File: config.mk
export PLATFORM = sky130hd
export DESIGN_NAME = eight_channel_rate_timer
export DESIGN_NICKNAME = d
export VERILOG_FILES = /design/src/rtl/ecrt_pkg.sv /design/src/rtl/ecrt_ctrl.sv /design/src/rtl/ecrt_datapath.sv /design/src/rtl/eight_channel_rate_timer.sv
export SDC_FILE = /design/constraint.sdc
export NUM_CORES = 2
export LEC_CHECK = 0
export ABC_AREA = 0
export BUFFER_PORTS_ARGS = -buffer_cell sky130_fd_sc_hd__clkbuf_2
export CAP_MARGIN = 10
export CORE_AREA = 8 8 326 644
export CTS_CLUSTER_DIAMETER = 60
export DETAILED_ROUTE_END_ITERATION = 6
export DIE_AREA = 0 0 334 652
export MAX_ROUTING_LAYER = met4
export PLACE_DENSITY = 0.49
export SYNTH_ARGS = -nofsm -noshare
export SYNTH_HDL_FRONTEND = slang
export SYNTH_HIERARCHICAL = 1
export SYNTH_SLANG_ARGS = --single-unit
File: constraint.sdc
create_clock -name clk -period 6.3 [get_ports clk]
set_input_delay 0.315 -clock clk [delete_from_list [all_inputs] [get_ports clk]]
set_output_delay 0.315 -clock clk [all_outputs]
set_load 0.02 [all_outputs]
File: src/rtl/ecrt_pkg.sv
// Shared types and constants for the eight-channel rate timer.
// Used by the controller, the datapath and the top level; no dependencies.
`timescale 1ns / 1ps
`default_nettype none
package ecrt_pkg;

  localparam int SLOT_COUNT = 8;
  localparam int COUNT_W    = 40;
  localparam int IVAL_W     = 32;
  localparam int RATE_W     = 16;
  localparam int DIV_STEPS  = 32;
  localparam int IN_W       = 48;
  localparam int OUT_W      = 24;

  typedef enum logic [1:0] {
    ACT_READ  = 2'd0,
    ACT_WRITE = 2'd1,
    ACT_TICK  = 2'd2,
    ACT_NONE  = 2'd3
  } action_t;

  typedef enum logic [1:0] {
    REG_PENDING = 2'd0,
    REG_ENABLE  = 2'd1,
    REG_RATE_LO = 2'd2,
    REG_RATE_HI = 2'd3
  } reg_addr_t;

  typedef enum logic [1:0] {
    ST_IDLE,
    ST_DIV,
    ST_LOAD
  } state_t;

  // controller to datapath
  typedef struct packed {
    logic capture;
    logic div_step;
    logic load;
  } cmd_t;

  // datapath to controller
  typedef struct packed {
    logic needs_div;
    logic div_last;
    logic out_busy;
  } status_t;

endpackage
`default_nettype wire

File: src/rtl/ecrt_ctrl.sv
// Controller state machine for the rate timer.
// Depends on ecrt_pkg; drives cmd_t to the datapath, reads status_t.
`timescale 1ns / 1ps
`default_nettype none
module ecrt_ctrl (
  input  wire logic             clk,
  input  wire logic             rst,
  input  wire logic             s_tvalid,
  output logic                  s_tready,
  input  wire logic             m_tready,
  input  wire ecrt_pkg::status_t status,
  output ecrt_pkg::cmd_t        cmd,
  output ecrt_pkg::state_t      state
);
  import ecrt_pkg::*;

  state_t state_next;
  logic   accept;

  // ready only when idle and the output register is free or draining
  assign s_tready = (state == ST_IDLE) && (!status.out_busy || m_tready);
  assign accept   = s_tvalid && s_tready;

  always_ff @(posedge clk) begin
    if (rst) begin
      state <= ST_IDLE;
    end else begin
      state <= state_next;
    end
  end

  // next state
  always_comb begin
    state_next = state;
    unique case (state)
      ST_IDLE: begin
        if (accept && status.needs_div) state_next = ST_DIV;
      end
      ST_DIV: begin
        if (status.div_last) state_next = ST_LOAD;
      end
      ST_LOAD: state_next = ST_IDLE;
      default: state_next = ST_IDLE;
    endcase
  end

  // outputs
  always_comb begin
    cmd = '0;
    unique case (state)
      ST_IDLE: cmd.capture  = accept;
      ST_DIV:  cmd.div_step = 1'b1;
      ST_LOAD: cmd.load     = 1'b1;
      default: cmd = '0;
    endcase
  end

endmodule
`default_nettype wire

File: src/rtl/ecrt_datapath.sv
// Datapath: byte registers, timer counters, restoring divider, result register.
// Depends on ecrt_pkg; commanded by ecrt_ctrl.
`timescale 1ns / 1ps
`default_nettype none
module ecrt_datapath #(
  parameter int CLOCK_HZ   = 8000000,
  parameter int NUM_TIMERS = 8
) (
  input  wire logic                        clk,
  input  wire logic                        rst,
  input  wire logic [ecrt_pkg::IN_W-1:0]   s_tdata,
  input  wire logic                        m_tready,
  input  wire ecrt_pkg::cmd_t              cmd,
  output ecrt_pkg::status_t                status,
  output logic                             m_tvalid,
  output logic [ecrt_pkg::OUT_W-1:0]       m_tdata
);
  import ecrt_pkg::*;

  localparam longint TOTAL64 = 64'(60) * 64'(CLOCK_HZ);
  localparam logic [IVAL_W-1:0] TOTAL = TOTAL64[IVAL_W-1:0];
  localparam logic [COUNT_W-1:0] COUNT_MAX = '1;

  // input fields
  action_t           in_action;
  reg_addr_t         in_addr;
  logic [7:0]        in_data;
  logic [31:0]       in_cycles;
  assign in_action = action_t'(s_tdata[1:0]);
  assign in_addr   = reg_addr_t'(s_tdata[3:2]);
  assign in_data   = s_tdata[11:4];
  assign in_cycles = s_tdata[43:12];

  logic [7:0]          pending;
  logic [7:0]          enable;
  logic [7:0]          rate_lo;
  logic [7:0]          rate_hi;
  logic [IVAL_W-1:0]   ival [SLOT_COUNT];
  logic [COUNT_W-1:0]  cnt  [SLOT_COUNT];

  logic [7:0]          active_mask;
  logic [7:0]          rising;
  logic [7:0]          rising_q;
  logic [7:0]          enable_q;

  // divider
  logic [IVAL_W-1:0]   quo;
  logic [RATE_W:0]     rem;
  logic [RATE_W-1:0]   divisor;
  logic [4:0]          step;
  logic [RATE_W:0]     trial;

  // tick results
  logic [COUNT_W-1:0]  cnt_tick [SLOT_COUNT];
  logic [7:0]          fire;
  logic [7:0]          pending_next;
  logic [7:0]          read_next;

  always_comb begin
    for (int i = 0; i < SLOT_COUNT; i++) begin
      active_mask[i] = (i < NUM_TIMERS);
    end
  end

  assign rising = in_data & ~enable & active_mask;

  assign status.needs_div = (in_action == ACT_WRITE) && (in_addr == REG_ENABLE) &&
                            (rising != 8'd0);
  assign status.div_last  = (step == 5'(DIV_STEPS - 1));
  assign status.out_busy  = m_tvalid;

  // per-timer tick: saturating add, then one subtract when due
  always_comb begin
    logic [COUNT_W:0] sum;
    for (int i = 0; i < SLOT_COUNT; i++) begin
      sum = {1'b0, cnt[i]} + {{(COUNT_W + 1 - 32){1'b0}}, in_cycles};
      cnt_tick[i] = sum[COUNT_W] ? COUNT_MAX : sum[COUNT_W-1:0];
      fire[i] = active_mask[i] && enable[i] &&
                (cnt_tick[i] >= {{(COUNT_W - IVAL_W){1'b0}}, ival[i]});
      if (fire[i]) cnt_tick[i] = cnt_tick[i] - {{(COUNT_W - IVAL_W){1'b0}}, ival[i]};
    end
  end

  // pending and read data for an item taken straight through
  always_comb begin
    pending_next = pending;
    read_next    = 8'd0;
    case (in_action)
      ACT_READ: begin
        unique case (in_addr)
          REG_PENDING: read_next = pending;
          REG_ENABLE:  read_next = enable;
          REG_RATE_LO: read_next = rate_lo;
          REG_RATE_HI: read_next = rate_hi;
          default:     read_next = 8'd0;
        endcase
      end
      ACT_WRITE: begin
        if (in_addr == REG_PENDING) pending_next = pending & ~in_data;
      end
      ACT_TICK: pending_next = pending | fire;
      default: pending_next = pending;
    endcase
  end

  assign trial = {rem[RATE_W-1:0], quo[IVAL_W-1]};

  // state registers
  always_ff @(posedge clk) begin
    if (rst) begin
      pending <= 8'd0;
      enable  <= 8'd0;
      rate_lo <= 8'd1;
      rate_hi <= 8'd0;
      for (int i = 0; i < SLOT_COUNT; i++) begin
        ival[i] <= TOTAL;
        cnt[i]  <= '0;
      end
    end else if (cmd.capture) begin
      pending <= pending_next;
      if (in_action == ACT_WRITE) begin
        unique case (in_addr)
          REG_ENABLE:  if (rising == 8'd0) enable <= in_data;
          REG_RATE_LO: rate_lo <= in_data;
          REG_RATE_HI: rate_hi <= in_data;
          default: ;
        endcase
      end
      if (in_action == ACT_TICK) begin
        for (int i = 0; i < SLOT_COUNT; i++) cnt[i] <= cnt_tick[i];
      end
    end else if (cmd.load) begin
      enable <= enable_q;
      for (int i = 0; i < SLOT_COUNT; i++) begin
        if (rising_q[i]) begin
          ival[i] <= quo;
          cnt[i]  <= '0;
        end
      end
    end
  end

  // restoring divider, one quotient bit a cycle
  always_ff @(posedge clk) begin
    if (cmd.capture) begin
      quo      <= TOTAL;
      rem      <= '0;
      step     <= 5'd0;
      divisor  <= ({rate_hi, rate_lo} == 16'd0) ? 16'd1 : {rate_hi, rate_lo};
      rising_q <= rising;
      enable_q <= in_data;
    end else if (cmd.div_step) begin
      step <= step + 5'd1;
      if (trial >= {1'b0, divisor}) begin
        rem <= trial - {1'b0, divisor};
        quo <= {quo[IVAL_W-2:0], 1'b1};
      end else begin
        rem <= trial;
        quo <= {quo[IVAL_W-2:0], 1'b0};
      end
    end
  end

  // result register
  always_ff @(posedge clk) begin
    if (rst) begin
      m_tvalid <= 1'b0;
    end else if ((cmd.capture && !status.needs_div) || cmd.load) begin
      m_tvalid <= 1'b1;
    end else if (m_tready) begin
      m_tvalid <= 1'b0;
    end
  end

  always_ff @(posedge clk) begin
    if (cmd.capture && !status.needs_div) begin
      m_tdata <= {7'd0, pending_next, (pending_next != 8'd0), read_next};
    end else if (cmd.load) begin
      m_tdata <= {7'd0, pending, (pending != 8'd0), 8'd0};
    end
  end

endmodule
`default_nettype wire

File: src/rtl/eight_channel_rate_timer.sv
// Top level of the eight-channel rate timer: controller plus datapath.
// Depends on ecrt_pkg, ecrt_ctrl and ecrt_datapath.
//
//  channel  dir  width  fields (lsb first)
//  s_*      in   48     action[1:0] address[3:2] write_data[11:4] cycles[43:12]
//  m_*      out  24     read_data[7:0] irq[8] pending_mask[16:9]
//
// Reads, plain writes and ticks: the result is registered in the cycle after acceptance.
// An enable write that turns a timer on runs the 32-step restoring divider
// for 60*CLOCK_HZ/rate, then the load state.
// Reset is synchronous; counters clear and intervals take 60*CLOCK_HZ.
// A held result stalls input only until the result register drains.
`timescale 1ns / 1ps
`default_nettype none
module eight_channel_rate_timer #(
  parameter int CLOCK_HZ   = 8000000,
  parameter int NUM_TIMERS = 8
) (
  input  wire logic                       clk,
  input  wire logic                       rst,
  input  wire logic                       s_tvalid,
  output logic                            s_tready,
  // action, address, write_data, cycles
  input  wire logic [ecrt_pkg::IN_W-1:0]  s_tdata,
  output logic                            m_tvalid,
  input  wire logic                       m_tready,
  // read_data, irq, pending_mask
  output logic [ecrt_pkg::OUT_W-1:0]      m_tdata
);
  import ecrt_pkg::*;

  cmd_t    cmd;
  status_t status;
  state_t  state;

  ecrt_ctrl u_ctrl (
    .clk      (clk),
    .rst      (rst),
    .s_tvalid (s_tvalid),
    .s_tready (s_tready),
    .m_tready (m_tready),
    .status   (status),
    .cmd      (cmd),
    .state    (state)
  );

  ecrt_datapath #(
    .CLOCK_HZ   (CLOCK_HZ),
    .NUM_TIMERS (NUM_TIMERS)
  ) u_dp (
    .clk      (clk),
    .rst      (rst),
    .s_tdata  (s_tdata),
    .m_tready (m_tready),
    .cmd      (cmd),
    .status   (status),
    .m_tvalid (m_tvalid),
    .m_tdata  (m_tdata)
  );

  // no input taken while the divider runs
  a_no_accept_in_div: assert property (@(posedge clk) disable iff (rst)
    (state == ST_DIV) |-> !s_tready)
    else $error("input accepted during division");

  // irq follows the pending mask in every result
  a_irq_matches: assert property (@(posedge clk) disable iff (rst)
    m_tvalid |-> (m_tdata[8] == (m_tdata[16:9] != 8'd0)))
    else $error("irq disagrees with pending mask");

  // the last divide step is always followed by a load
  a_load_after_div: assert property (@(posedge clk) disable iff (rst)
    (state == ST_DIV && status.div_last) |=> cmd.load)
    else $error("division finished without load");

endmodule
`default_nettype wire

==> impl_results.md <==
- Final worst slack: roughly 0.22 ns
- Clock buffer count from CTS: 79
- Worst-path clk slew: 0.07 ns
- Final worst path period share: 0.965
- Area of the mapped netlist: 0.0599 mm2
- TritonCTS clock tree: built
- Number of antenna violations at the first check in global routing: 24
- Global routing usage on met3: 0.0276
- Static leakage: 34.3 nW
- Final count of negative-setup-slack endpoints: 0
- Category of the worst setup path launch point: register
- Gr usage total: 0.241
- Top-Level Pins: 78
- Wire length of the first global-routing pass: a little under 400000 um
- Cell family with most CP delay: compound AO/OA/AOI/OAI gates
- Post-DP HPWL: ~210000 um
- Endpoint type of the worst setup path: register
- Starting utilization of the core area: 0.298
- Post-synthesis async set-or-reset flop share: 0
- Number of max-slew violations in the final report: 0
- TritonRoute pass-1 iters: 6
- Synthesis Warnings: 6
- Slowest stage cell on the critical path: or4_4
- Worst hold path type: in -> reg
- Total of flip-flops plus latches after synthesis: around 700
- Netlist cell types: between 100 and 150
- Met2 Resource Use GR: 0.456
- Most frequent cells in the layout: 1320 x buf_4, 771 x nor2_1, 730 x nand2_1, 701 x a21oi_1, 521 x ha_1
- Comb power frac: 0.401
- Final core utilization: 0.386
- Slew margin rel.: 0.216
- Fraction of power spent switching nets: 0.356
- Worst slew pin tran: 1.17 ns
- Avg Cell Area, Syn: about 8.2 um2
- Period minus WS final: about 6.1 ns
- Register area share after synthesis: 0.316
- Routed vias/inst: 5.35
- Net total in the final layout: 9146
- Max clock buf depth: 3
- Highest clock rate: roughly 0.16 GHz
- Gp weighted congestion: 0.977
- Clock Latency Late Sink: 0.70 ns
- Count of antenna-violating nets left after detailed routing: 0
- Horizontal die dimension: 334 um
- CP most frequent cell: a31oi_4
- Remaining global-route overflow: 0
- Worst hold margin: 0.216 ns
- Most frequent standard cell in the layout excluding fill and tap cells: buf_4
- Part of the total power dissipated in the clock network: 0.297
- Placement row count: roughly 230
- Initial detailed-routing violation count: 3095
- Critical Setup Path Class: reg -> reg
- Area enclosed by the die boundary: 0.218 mm2
- Routed WL: 266000 um
- Top cell type's share of synthesized area: 0.233
- Sequential share of power: 0.302
- Bufs and invs on worst path: 2
- Post-detailed-route wirelength per cell: 23.7 um
- Final instance area: 0.0777 mm2
- Post-placement worst setup slack: -0.919 ns
- TNS Setup: 0 ns
- Crit path required time: 6.70 ns
- Vias in the first global route: around 62000
- Placed standard-cell area: around 0.073 mm2
- Worst clock skew: 0.0388 ns
- Standard cell core area: 0.201 mm2
- Syn-to-layout area delta: 29.7%
- Biggest cell delay along the critical path: 0.44 ns
- Status: finished clean
- Arrival @ worst endpoint: 6.48 ns
- Root Buffer Master: clkbuf_16
- Total net switching power: 6.24 mW
- Number of max-cap violations: 0
- Top cells by area, synth: edfxtp_1 23%, ha_1 11%, dfxtp_1 8.3%
- Vias after detailed routing: 60000
- Max VDD drop: 235 uV
- Pint: 11.3 mW
- Met1 track demand over resource in global routing: 0.209
- Count of buffers from port buffering: 66
- Die Height: 652 um
- Fraction of layout cells with a size suffix above 1: 0.222
- Number of remaining DRC errors: 0
- Post-Syn Instances: about 7300
- P per Cell Area: 225 mW/mm2
- Maximum fanout encountered on the critical timing path: 6
- RSZ-0062 raised after global routing: yes
- Clock net sink count: 713
- Number of enable-type register cells in the synthesized netlist: 465
- Hold Fails Final Rpt: 0
- Depth of the CTS H-tree: 3
- Flip-flop cell with the highest count after synthesis: edfxtp_1
- Yosys top cell by area: edfxtp_1
- Pin count of the biggest net entering global routing: approximately 140
- Layer with the highest usage: met2
## sequential cells by signal, indices dropped and copies added, names as in the netlist, 16 cells and up
register / flops
u_dp/cnt: 320
u_dp/m_tdata: 17
u_dp/ival: 256
u_dp/rem: 16
u_dp/divisor: 16
u_dp/quo: 32
## cell usage after synthesis, types with 163 or more instances
cell and count:
edfxtp_1 465, ha_1 533, a21o_1 212, nor2_1 778
dfxtp_1 248, nand2_1 740, nand3_1 163, clkbuf_1 253
o21ai_0 469, inv_1 426, xnor2_1 274, a21oi_1 736
xor2_1 260
## path summary, 6_finish.rpt
| kind | start | to | slack (ns) | depth (start not counted) |
|---|---|---|---|---|
| worst min-delay path | rst | u_dp/ival[1][52] | 0.22 | 2 |
| worst max-delay path | u_dp/cnt[0][0] | u_dp/cnt[0][39] | 0.22 | 25 |
| worst min register to register | u_dp/cnt[1][11] | u_dp/cnt[1][11] | 0.46 | 2 |
| worst max register to register | u_dp/cnt[0][0] | u_dp/cnt[0][39] | 0.22 | 25 |
## final cells by class
cell class              instances  area [um2]
diodes                         18        45.0
well taps                    2585        3230
inverters                     426        1600
flip-flops and latches        713       18900
multi-input cells            5852       39400
repair buffers               1472       11700
fillers                     20800      123000
clock buffers                  94        2110
clock inverters                53         686
## routing by layer
layer | wire, um | up-vias
li1 | - | 28900
met1 | 85400 | 28900
met2 | 141000 | 1471
met3 | 9820 | 764
met4 | 29200 | 0
met5 | 0 | -
## power by group through the flow
stage	Clock, mW	Sequential (mW)	Combinational [mW]
2_1_floorplan	0	5.33	3.85
3_3_place_gp	0	5.39	6.74
3_5_place_dp	0	5.39	6.76
4_1_cts	5.34	5.29	6.85
5_1_grt	5.48	5.30	7.63
6_report	5.20	5.29	7.03
## logic make-up (layout without fill, tap and decap cells)
kind of cell	count (synthesis)	count (layout)	share of synthesized area
compound gates	2191	2191	0.231
xor+xnor	534	534	0.0780
fa+ha+maj	550	550	0.117
buf+inv	735	2045	0.0472
flops	713	713	0.316
mux	99	99	0.0184
other cells	1	25	0.0000626
simple gates	2471	2471	0.192
## timing repair
action | 4_1_cts | 5_1_grt
buffers inserted | 6 | 26
resized for setup | 57 | 181
endpoints found under the setup margin | 232 | 291
hold endpoints to repair | 26 | 0
gates cloned | 0 | 2
pin swaps | 22 | 92
hold buffers | 10 | 0
## per-stage QoR
| stage | instances | power [mW] |
|---|---|---|
| 3_3_place_gp | 11000 | 12.1 |
| 3_5_place_dp | 11000 | 12.1 |
| 4_1_cts | 11200 | 17.5 |
| 2_1_floorplan | 7300 | 9.18 |
| 6_report | 11200 | 17.5 |
| 5_1_grt | 11200 | 18.4 |
Power figures use the tool's default switching activity.
